$ cat config.mk
export PLATFORM = sky130hd
export DESIGN_NAME = lwd_ctrl
export DESIGN_NICKNAME = d
export VERILOG_FILES = /design/src/design/lwd_pkg.sv /design/src/design/lwd_ctrl.sv
export SDC_FILE = /design/constraint.sdc
export NUM_CORES = 1
export LEC_CHECK = 0
export ABC_AREA = 1
export BUFFER_PORTS_ARGS = -buffer_cell sky130_fd_sc_hd__buf_2
export CORE_MARGIN = 2
export CORE_UTILIZATION = 57
export DETAILED_ROUTE_END_ITERATION = 8
export PLACE_DENSITY = 0.88
export SETUP_SLACK_MARGIN = 0.1
export SLEW_MARGIN = 20
export SYNTH_ARGS = -nofsm -noshare
export SYNTH_HDL_FRONTEND = slang
export SYNTH_SLANG_ARGS = --single-unit
$ cat constraint.sdc
create_clock -name clk -period 1.7 [get_ports clk]
set_clock_uncertainty 0.05 [all_clocks]
set_input_delay 0.34 -clock clk [delete_from_list [all_inputs] [get_ports clk]]
set_output_delay 0.34 -clock clk [all_outputs]
set_load 0.1 [all_outputs]
$ cat src/design/lwd_pkg.sv
// Shared types and constants for the LZSS window decompressor.
// No dependencies; used by the controller, datapath and top level.
`default_nettype none

package lwd_pkg;

    localparam int WINDOW_DEPTH = 4096;
    localparam int WIN_AW       = 12;
    localparam int CNT_W        = 5;
    localparam logic [7:0] FLAG_FILL = 8'hFF;
    localparam logic [4:0] LEN_BIAS  = 5'd3;

    typedef struct packed {
        logic [7:0] in_byte;
        logic       in_last;
    } in_beat_t;

    typedef struct packed {
        logic [7:0] out_byte;
        logic       run_last;
    } out_beat_t;

    typedef enum logic [1:0] {
        ST_IDLE,
        ST_LIT_LO,
        ST_LIT_HI,
        ST_COPY
    } state_t;

    typedef enum logic [1:0] {
        PH_FLAG = 2'd0,
        PH_LOW  = 2'd1,
        PH_HIGH = 2'd2
    } phase_t;

    typedef enum logic [1:0] {
        ISS_NONE,
        ISS_LIT_LO,
        ISS_LIT_HI,
        ISS_COPY
    } issue_t;

    typedef enum logic {
        SRC_LIT,
        SRC_MEM
    } src_t;

    typedef struct packed {
        logic   hold_low;
        logic   load_item;
        issue_t issue;
        logic   last;
    } cmd_t;

    typedef struct packed {
        logic can_issue;
        logic copy_final;
    } sts_t;

endpackage

`default_nettype wire

$ cat src/design/lwd_ctrl.sv
// Stream parser and emission sequencer for the LZSS window decompressor.
// Depends on lwd_pkg; drives the datapath through cmd_t and reads sts_t.
`default_nettype none

module lwd_ctrl #(
    parameter int BLOCK_BYTES = 2048,
    parameter int BLOCK_USED  = 2040
) (
    input  wire logic             clk,
    input  wire logic             rst_n,
    input  wire logic             in_valid,
    output logic                  in_ready,
    input  wire lwd_pkg::in_beat_t in_data,
    output lwd_pkg::cmd_t         cmd,
    input  wire lwd_pkg::sts_t    sts
);

    localparam int POS_W = $clog2(BLOCK_BYTES);

    lwd_pkg::state_t  state_reg, state_next;
    lwd_pkg::phase_t  phase_reg, phase_next;
    logic [15:0]      flag_reg, flag_next;
    logic [POS_W-1:0] pos_reg, pos_next;
    logic             in_use;

    assign in_use = 32'(pos_reg) < 32'(BLOCK_USED);

    always_ff @(posedge clk or negedge rst_n)
    begin
        if (!rst_n)
        begin
            state_reg <= lwd_pkg::ST_IDLE;
            phase_reg <= lwd_pkg::PH_FLAG;
            flag_reg  <= '0;
            pos_reg   <= '0;
        end
        else
        begin
            state_reg <= state_next;
            phase_reg <= phase_next;
            flag_reg  <= flag_next;
            pos_reg   <= pos_next;
        end
    end

    always_comb
    begin
        state_next = state_reg;
        phase_next = phase_reg;
        flag_next  = flag_reg;
        pos_next   = pos_reg;
        cmd        = '{hold_low: 1'b0, load_item: 1'b0,
                       issue: lwd_pkg::ISS_NONE, last: 1'b0};
        in_ready   = 1'b0;
        case (state_reg)
            lwd_pkg::ST_IDLE:
            begin
                in_ready = 1'b1;
                if (in_valid)
                begin
                    if (in_use)
                    begin
                        case (phase_reg)
                            lwd_pkg::PH_LOW:
                            begin
                                cmd.hold_low = 1'b1;
                                phase_next   = lwd_pkg::PH_HIGH;
                            end
                            lwd_pkg::PH_HIGH:
                            begin
                                cmd.load_item = 1'b1;
                                flag_next     = {1'b0, flag_reg[15:1]};
                                state_next    = flag_reg[0] ? lwd_pkg::ST_LIT_LO
                                                            : lwd_pkg::ST_COPY;
                                // group ends once the fill bits have shifted out
                                phase_next    = (flag_next[15:8] == 8'd0) ? lwd_pkg::PH_FLAG
                                                                          : lwd_pkg::PH_LOW;
                            end
                            default:
                            begin
                                flag_next  = {lwd_pkg::FLAG_FILL, in_data.in_byte};
                                phase_next = lwd_pkg::PH_LOW;
                            end
                        endcase
                    end
                    if (pos_reg == POS_W'(BLOCK_BYTES - 1))
                    begin
                        pos_next   = '0;
                        flag_next  = '0;
                        phase_next = lwd_pkg::PH_FLAG;
                    end
                    else
                    begin
                        pos_next = POS_W'(pos_reg + 1'b1);
                    end
                    if (in_data.in_last)
                    begin
                        pos_next   = '0;
                        flag_next  = '0;
                        phase_next = lwd_pkg::PH_FLAG;
                    end
                end
            end
            lwd_pkg::ST_LIT_LO:
            begin
                if (sts.can_issue)
                begin
                    cmd.issue  = lwd_pkg::ISS_LIT_LO;
                    state_next = lwd_pkg::ST_LIT_HI;
                end
            end
            lwd_pkg::ST_LIT_HI:
            begin
                if (sts.can_issue)
                begin
                    cmd.issue  = lwd_pkg::ISS_LIT_HI;
                    cmd.last   = 1'b1;
                    state_next = lwd_pkg::ST_IDLE;
                end
            end
            lwd_pkg::ST_COPY:
            begin
                if (sts.can_issue)
                begin
                    cmd.issue = lwd_pkg::ISS_COPY;
                    cmd.last  = sts.copy_final;
                    if (sts.copy_final)
                    begin
                        state_next = lwd_pkg::ST_IDLE;
                    end
                end
            end
            default:
            begin
                state_next = lwd_pkg::ST_IDLE;
            end
        endcase
    end

`ifndef SYNTHESIS
    a_copy_exit: assert property (@(posedge clk) disable iff (!rst_n)
        (cmd.issue == lwd_pkg::ISS_COPY && sts.copy_final) |=> state_reg == lwd_pkg::ST_IDLE)
        else $error("copy did not end after its final byte");
    a_load_in_idle: assert property (@(posedge clk) disable iff (!rst_n)
        (cmd.load_item || cmd.hold_low) |-> (state_reg == lwd_pkg::ST_IDLE && in_valid))
        else $error("item byte taken outside an input beat");
    a_issue_gated: assert property (@(posedge clk) disable iff (!rst_n)
        cmd.issue != lwd_pkg::ISS_NONE |-> sts.can_issue)
        else $error("byte issued while datapath was stalled");
`endif

endmodule

`default_nettype wire

Yosys cells after proc, flatten, opt, wreduce, memory -nomap -nowiden
Cells that the tools add are included.
{"block": "op_classes", "eq_ne": 14, "n_addsub": 1, "order_cmp": 1, "reduce_logical": 7, "mux": 31}
{"op": "16-bit two-way mux", "n": 3}
{"op": "16-bit one-hot mux with 2 select lines", "n": 1}
{"op": "2-bit two-way mux", "n": 14}
{"op": "11-bit two-way mux", "n": 2}
{"op": "2-bit != test, second input constant", "n": 6}
{"op": "11-bit by 1-bit adder with 11-bit output, second input constant", "n": 1}
{"op": "11-bit == test, second input constant", "n": 1}
{"op": "11-bit < comparator, second input constant", "n": 1}
{"op": "2-bit one-hot mux with 4 select lines", "n": 1}
{"op": "7-bit zero test", "n": 1}
{"op": "7-bit AND reduction", "n": 1}
{"op": "2-bit == test, second input constant", "n": 3}
{"op": "3-bit two-way mux", "n": 2}
{"op": "2-bit one-hot mux with 3 select lines", "n": 1}
{"op": "1-bit two-way mux", "n": 5}
{"op": "2-bit by 1-bit == test with 1-bit output, second input constant", "n": 2}
{"op": "2-bit one-hot mux with 2 select lines", "n": 1}
{"op": "4-bit AND reduction", "n": 1}
{"op": "3-bit != test, second input constant", "n": 1}
{"op": "3-bit AND reduction", "n": 1}
{"op": "3-bit nonzero test", "n": 1}
{"op": "2-bit zero test", "n": 1}
{"op": "2-bit by 1-bit != test with 1-bit output, second input constant", "n": 1}
{"op": "1-bit one-hot mux with 2 select lines", "n": 1}
{"op": "2-bit AND reduction", "n": 1}
{"block": "word_totals", "register_bits": 31, "elab_cells": 58, "inputBits": 14, "output_inout_bits": 6}

Longest topological paths before layout
Gate-level depths: netlist of run 1.
{"block": "logic_depth", "ltp_word": 6, "depth_mapped": 9, "depth_no_buf": 9}

Worst setup path after synthesis of run 1
OpenSTA, ideal clock, no wires.
{"block": "synth_timing", "path_kind": "register to output", "startpoint": "register state_reg[0]", "endpoint": "output port cmd[3] (netlist bit)", "required_time_ps": 1310, "path_buffers": 0, "stages_incl_launch_ff": 6, "path_slack_ps": -1360, "arrival_time_ps": 2670, "cell_sequence": "dfrtp_1 nor2_4 nand2_4 inv_6 nand2_1 nor2_1"}
{"item": "from (decl)", "line_no": "lwd_ctrl.sv:20", "source": "lwd_pkg::state_t state_reg, state_next;"}
{"item": "from (signal assigned)", "line_no": "lwd_ctrl.sv:32", "source": "state_reg <= lwd_pkg::ST_IDLE;"}
{"item": "from (signal assigned)", "line_no": "lwd_ctrl.sv:39", "source": "state_reg <= state_next;"}
{"item": "to (decl)", "line_no": "lwd_ctrl.sv:14", "source": "output lwd_pkg::cmd_t cmd,"}

==> results.txt, run 1 <==
The combined buffer and inverter count along the critical path is 2. For this run, the number of Yosys warnings is 0. The flow ran to the end, but the final reports show violations.

The data arrival time of the worst path came out at 1.49 ns. By area the synthesized netlist is led by dfrtp_1, nand2_1, nand3_1. TritonCTS built the clock tree. The peak fanout along the critical path is 3. The critical path goes through nor2_4 -> nand2_4 -> inv_6 -> nand2_8 -> nor2_4 -> buf_12. For this block, the via count after detailed routing is 2,046.

The fraction of final layout cells with drive strength greater than 1 is 0.3779. Leaving out fill and tap cells, the most frequent cells in the layout are nand2_1, dfrtp_1, nand3_1. The cell taking the most area after synthesis is dfrtp_1.

Total power for the finished layout comes to 4179 uW. The largest single stage delay on the critical path is 0.44 ns. The die covers 0.003502 mm2. The post-synthesis to final-layout area growth is 51.55%. The worst min-delay path category is in2reg. The synthesized netlist contains 25 unique library cells. The endpoint type of the worst setup path is an output port. Buffers placed on the I/O ports in this run total 19. The least setup slack across all paths after layout came out at -0.1752 ns. Setup repair after global routing could not meet its margin everywhere.

At the pin with the least slew margin, the transition time is 0.3247 ns. The later pin in the worst-skew pair is clocked with a latency of 0.35 ns. The setup violation total in the final timing report came out at 6. The number of inserted diodes came out at 0. In the routed design, unresolved DRC markers number 0. Counting along the longest clock path gives a buffer depth of 2. By startpoint and endpoint, the worst setup path is classified as reg2out. In this run, synthesis produced a sequential element count of 31. The final weighted congestion in routability-driven placement came out at 0.8898.

Measured along the x axis, the die boundary spans 59.18 um. Summed over all nets, the half-perimeter wirelength after detailed placement is 2603 um. Entering global routing, the biggest net connects 32 pins.

The final wirelength came out at 6424 um. The most repeated library cell on the critical path is nor2_4. The final critical-path required period came out at 1.875 ns. The net count after synthesis came out at 253.

The final routed wire length divided by cell count came out at 19.35 um. Measured against the total synthesized area, the mux share comes to 0. The die extent in y came out at 59.18 um. The xor-xnor portion of the synthesized cell area is 0.01009. The total number of clock tree sinks came out at 31. The number of nets in the final layout is 313. The mean instance size in the synthesized netlist is 7.292 um2.

The number of antenna violations at the first check in global routing is 0. The critical path required time is 1.31 ns. The initial core utilization came out at 0.5828. Row generation in the floorplan step produced 20 rows. The cell family contributing the most delay on the critical path is flip-flops. The worst voltage drop across the vdd grid came out at 0.9551 mV. In this run, the number of DRC markers left after iteration 0 of detailed routing was 235. The root buffer cell chosen for the clock tree is clkbuf_4.

The number of max-slew violations in the final report came out at 0. The total overflow left after global routing is 0. The share of synthesized area in the top cell type comes to 0.4470. After clock tree synthesis, the clock-pin slew on the worst setup and hold paths is 0.10 ns. In the global route stage, overall resource usage came out at 0.2849. The maximum frequency from static timing analysis is 533.3 MHz.

The number of global-route vias before repair came to 1,654. The count of TritonRoute iterations in the first routing pass is 7. The library cell used most frequently in the layout, excluding fill and tap cells, is nand2_1.

The total core area came out at 0.002978 mm2. The final reports fail on setup timing. The number of failing hold endpoints at the final stage came out at 0. The simple-gate share of the synthesized area is 0.4059. Synthesis produced a netlist whose cell count is 238. The worst setup path is launched from a flop. The wire length of the first global-routing pass is 7341 um. The count of boundary I/O pins is 20. The vias per cell is 6.163. The TritonCTS buffer count is 5. In this run the tightest slew margin relative to its limit is 0.7816. The number of nets with antenna violations after routing came out at 0. The compound-gate portion of the synthesized area is 0.05047. The fraction of the yosys area taken by sequential cells came out at 0.4470.

The area share of fa/ha/maj cells after synthesis is 0.007210. The synthesized netlist occupies a cell area of 0.001735 mm2. Among all stages on the critical path, the largest delay is contributed by dfrtp_2. The tool flagged a number of max-cap violations equal to 0. The register with the most flip-flops in the layout has 16 of them. The cell area power density is 1589 mW/mm2. In this run the static leakage power is 0.001332 uW. By area, the combinational part of the netlist is dominated by simple AND/OR/NAND/NOR gates. The accumulated negative setup slack came out at -0.4514 ns.

The final clock period utilization by the worst path came out at 1.103. The H-tree level count is 2.
Yosys cell counts, drive strengths merged:
cell type and n:
or2 5, nor4 1, clkbuf 2, xor2 2
nand2 92, nand3 30, ha 1, inv 23
buf 4, nor2 26, nand4 4, a21oi 6
o21ai 10, dfrtp 31, a21o 1
worst min-delay path: stages:
cell	delay (ns)
buf_2	0.07
nand2_1	0.04
nand2_1	0.05
nand2_1	0.05
nand2_1	0.05
worst paths after layout:
path,startpoint,to,slack [ns],cells after the start
max,state_reg[1],cmd[3],-0.18,6
min reg2reg,flag_reg[9],flag_reg[9],0.48,2
max reg2reg,state_reg[1],flag_reg[15],-0.04,10
min,in_data[2],flag_reg[1],0.23,5
min in group asynchronous,rst_n,flag_reg[8],0.41,3
max in group asynchronous,rst_n,pos_reg[1],1.01,3
final cells by class:
class | count | area [um2]
sequential | 31 | 778.2
clock buffer | 8 | 68.82
inverter | 23 | 98.84
tap | 33 | 41.29
timing repair buffer | 55 | 599.3
multi-input combinational | 182 | 1044
fill | 124 | 347.8
through the flow:
step	util	cells	worst slack (ns)	area (um2)	hold WS, ns
floorplan	-	238	-0.5725	1769	-0.005591
global placement	0.6723	290	0.09927	2002	0.2510
detailed placement	0.6723	290	0.06472	2002	0.2547
CTS	0.7592	315	-0.1117	2261	0.2244
global route	0.8832	332	-0.2227	2630	0.2441
finish	0.8832	332	-0.1752	2630	0.2312
power breakdown:
part / switching, uW / leakage [uW] / total (uW) / internal (uW)
registers: 219 / 0.000412 / 1200 / 984
clock network: 263 / 0.0000386 / 506 / 243
logic: 1460 / 0.000882 / 2470 / 1010
what timing repair did:
action,CTS,global route
gates resized for setup,15,48
cloned,1,6
buffers inserted,16,11
setup endpoints to repair,23,26
hold buffers,1,0
pin swaps,8,25
endpoints found under the hold margin,31,0
per-layer routing:
layer	track usage	wire (um)	vias up
met2	0.4429	3110	172
met4	0.1461	295	0
met5	0	0	-
met1	0.3649	2379	953
met3	0.07642	639	40
li1	-	-	881
kinds of logic after synthesis:
group | Yosys count
adders and majority gates | 1
DFF | 31
AOI/OAI and AO/OA | 17
xor gates and xnor gates | 2
and+or+nand+nor | 158
buffers and inverters | 29
No activity file was read; power rests on OpenSTA's default activity.
==> inputs of run 2 (changes only) <==
--- a/config.mk
+++ b/config.mk
@@ -11,6 +11,7 @@
 export CORE_UTILIZATION = 57
 export DETAILED_ROUTE_END_ITERATION = 8
 export PLACE_DENSITY = 0.88
+export RECOVER_POWER = 100
 export SETUP_SLACK_MARGIN = 0.1
 export SLEW_MARGIN = 20
 export SYNTH_ARGS = -nofsm -noshare
==> run 2 against run 1 <==
The run still ends with setup timing left. Sequential cell count did not move. Via count up 1.4%. Maximum frequency fell by 0.24%. Design area shrank 0.57%. Die area unchanged. Critical endpoint unchanged.
==> results.txt, run 2 (synthesized netlist as in run 1, its figures left out) <==
The run finished, with violations left. The final reports fail on setup timing. The worst voltage drop across the vdd grid came out at 0.9591 mV (+0.42%). The max-cap violation count is 0 (unchanged).

The number of failing hold endpoints at the final stage came out at 0 (unchanged). Among cell families on the critical path, the largest total delay comes from flip-flops. The register-to-register setup slack came out at -0.06 ns (-0.02 ns). The standard-cell row count came to 20 (unchanged). The count of TritonRoute iterations in the first routing pass came out at 6 (-1). The number of buffers inserted by port buffering came out at 19 (unchanged). The total core area was 0.002978 mm2 (unchanged). The combined buffer and inverter count along the critical path came to 2 (unchanged). The final non-filler cell total was 332 (unchanged). The horizontal die dimension came out at 59.18 um (unchanged). The overall overflow remaining after global route is 0 (unchanged).

Traced cell by cell, the critical path runs through nor2_4 -> nand2_4 -> inv_6 -> nand2_8 -> nor2_4 -> buf_12. The number of nets in the final layout is 313 (unchanged). The wire length of the first global-routing pass is 7341 um (unchanged).

The TritonCTS buffer count came to 5 (unchanged). The slew of the pin with the lowest slew margin came out at 0.7845 ns (+0.4599 ns). The latest clock arrival within the worst-skew pair came out at 0.35 ns (about the same).

The instance count after placement with tap cells included is 290 (unchanged). The nature of the critical path startpoint is a flop. The total number of vias is 2,075 (+1.4%).

The least setup slack across all paths after layout came out at -0.1796 ns (-0.004427 ns). The setup violation total in the final timing report came out at 8 (+2). The setup path with the least slack is of type reg2out. The count of boundary I/O pins is 20 (unchanged). The final core utilization came out at 0.8782 (-0.005042). The clock-pin slew on the worst setup and hold paths was 0.10 ns (about the same). The total power of the final layout came out at 4189 uW (+0.23%). The maximum single-stage delay on the critical path came out at 0.44 ns (about the same). The final wirelength is 6453 um (+0.45%). The final weighted congestion in routability-driven placement is 0.8898 (unchanged).

The endpoint type of the worst setup path is an output port. The number of inserted diodes is 0 (unchanged). The number of max-slew violations in the final report came out at 0 (unchanged). The leakage power total is 0.001327 uW (-0.39%). Relative to the synthesized area, the layout overhead comes to 50.69%. The fraction of final layout cells with drive strength greater than 1 came out at 0.3779 (unchanged). The path class of the tightest hold or removal check is in2reg. The sum of net half-perimeters after detailed placement came out at 2603 um (unchanged). The global router's overall resource usage came to 0.2849 (unchanged). The cell area power density came out at 1602 mW/mm2 (+0.80%). The final clock period utilization by the worst path is 1.106 (+0.002604). Among all stages on the critical path, the largest delay is contributed by dfrtp_2. In this design, the critical path's most frequently occurring cell is nor2_4. The number of nets with antenna violations after routing came to 0 (unchanged). The peak fanout along the critical path is 3 (unchanged).

The maximum frequency from static timing analysis came out at 532.0 MHz (-0.24%). The H-tree level count came out at 2 (unchanged). The maximum number of pins on one net before global-route repair came out at 32 (unchanged). The number of violations reported at the end of detailed-routing iteration 0 was 235 (unchanged). The post-route cell area came out at 0.002615 mm2 (-0.57%).

Leaving out fill and tap cells, the most frequent cells in the layout are nand2_1, dfrtp_1, nand3_1. The final critical-path required period came out at 1.880 ns (+0.004427 ns). The most common library cell in the layout ignoring fill and taps is nand2_1. The die footprint is 0.003502 mm2 (unchanged).

The buffer depth of the longest clock path was 2 (unchanged). The cell sitting at the root of the clock tree is a clkbuf_4. The standard cell area after detailed placement is 0.002002 mm2 (unchanged).

The initial core utilization is 0.5828 (unchanged). The clock tree from TritonCTS is done. The data arrival time of the worst path came out at 1.49 ns (about the same). The vias per cell came out at 6.250 (+1.4%). The final routed wire length divided by cell count is 19.44 um (+0.45%). The DRC violation count after routing is 0 (unchanged). The critical path required time is 1.31 ns (about the same). The number of global-route vias before repair came out at 1,654 (unchanged).

The die extent in y is 59.18 um (unchanged). The flip-flop count of the largest register after layout came out at 16 (unchanged). The headroom to the max-slew limit was 0.4770 (-0.3046). The total number of clock tree sinks came to 31 (unchanged).

Setup repair after global routing could not meet its margin everywhere. The number of antenna violations at the first check in global routing is 0 (unchanged).
run 2: cell count changes in the layout (fill, tap and decap cells not counted), sizes merged:
cell | before | now
buf | 52 | 51
clkbuf | 10 | 11
run 2: cell type report:
class / instances / area (um2)
fillers: 126 / 362.8
clock buffers: 8 / 68.82
inverters: 23 / 98.84
well taps: 33 / 41.29
repair buffers: 55 / 584.3
flip-flops and latches: 31 / 778.2
multi-input cells: 182 / 1044
run 2: layer usage:
metal	GRT usage	vias to the layer above	share of wire
li1	-	877	-
met1	0.3649	970	0.37
met2	0.4429	186	0.48
met3	0.07642	42	0.11
met4	0.1461	0	0.045
met5	0	-	0
run 2: path summary, 6_finish.rpt:
kind / startpoint / end / cells past startpoint
setup / recovery: state_reg[1] / cmd[3] / 6
hold / removal: in_data[2] / flag_reg[1] / 5
max in group asynchronous: rst_n / state_reg[1] / 3
min in group asynchronous: rst_n / flag_reg[8] / 3
hold reg to reg: flag_reg[9] / flag_reg[9] / 2
setup reg to reg: state_reg[1] / flag_reg[15] / 10
run 2: timing repair:
item                                    in CTS  in global routing
endpoints found under the hold margin       31                  0
pin swaps                                    8                 25
endpoints found under the setup margin      23                 26
cloned                                       1                  6
setup buffers                               16                 11
hold buffers                                 1                  0
gates resized for setup                     15                 48
run 2: through the flow:
stage          TNS, ns  hold slack (ns)  worst slack [ns]
6_report       -0.5164           0.2289           -0.1796
2_1_floorplan   -4.625        -0.005591           -0.5725
3_5_place_dp         0           0.2547           0.06472
3_3_place_gp         0           0.2510           0.09927
4_1_cts        -0.2413           0.2244           -0.1117
5_1_grt        -0.8058           0.2441           -0.2227
run 2: power breakdown:
part | internal, uW | switching, uW | total, uW
sequential | 984 | 221 | 1200
clock | 243 | 268 | 511
combinational | 1010 | 1460 | 2470
run 2: tightest hold or removal path, cell delays in order:
cell and delay [ns]:
buf_2 0.07, nand2_1 0.04, nand2_1 0.05, nand2_1 0.05, nand2_1 0.05
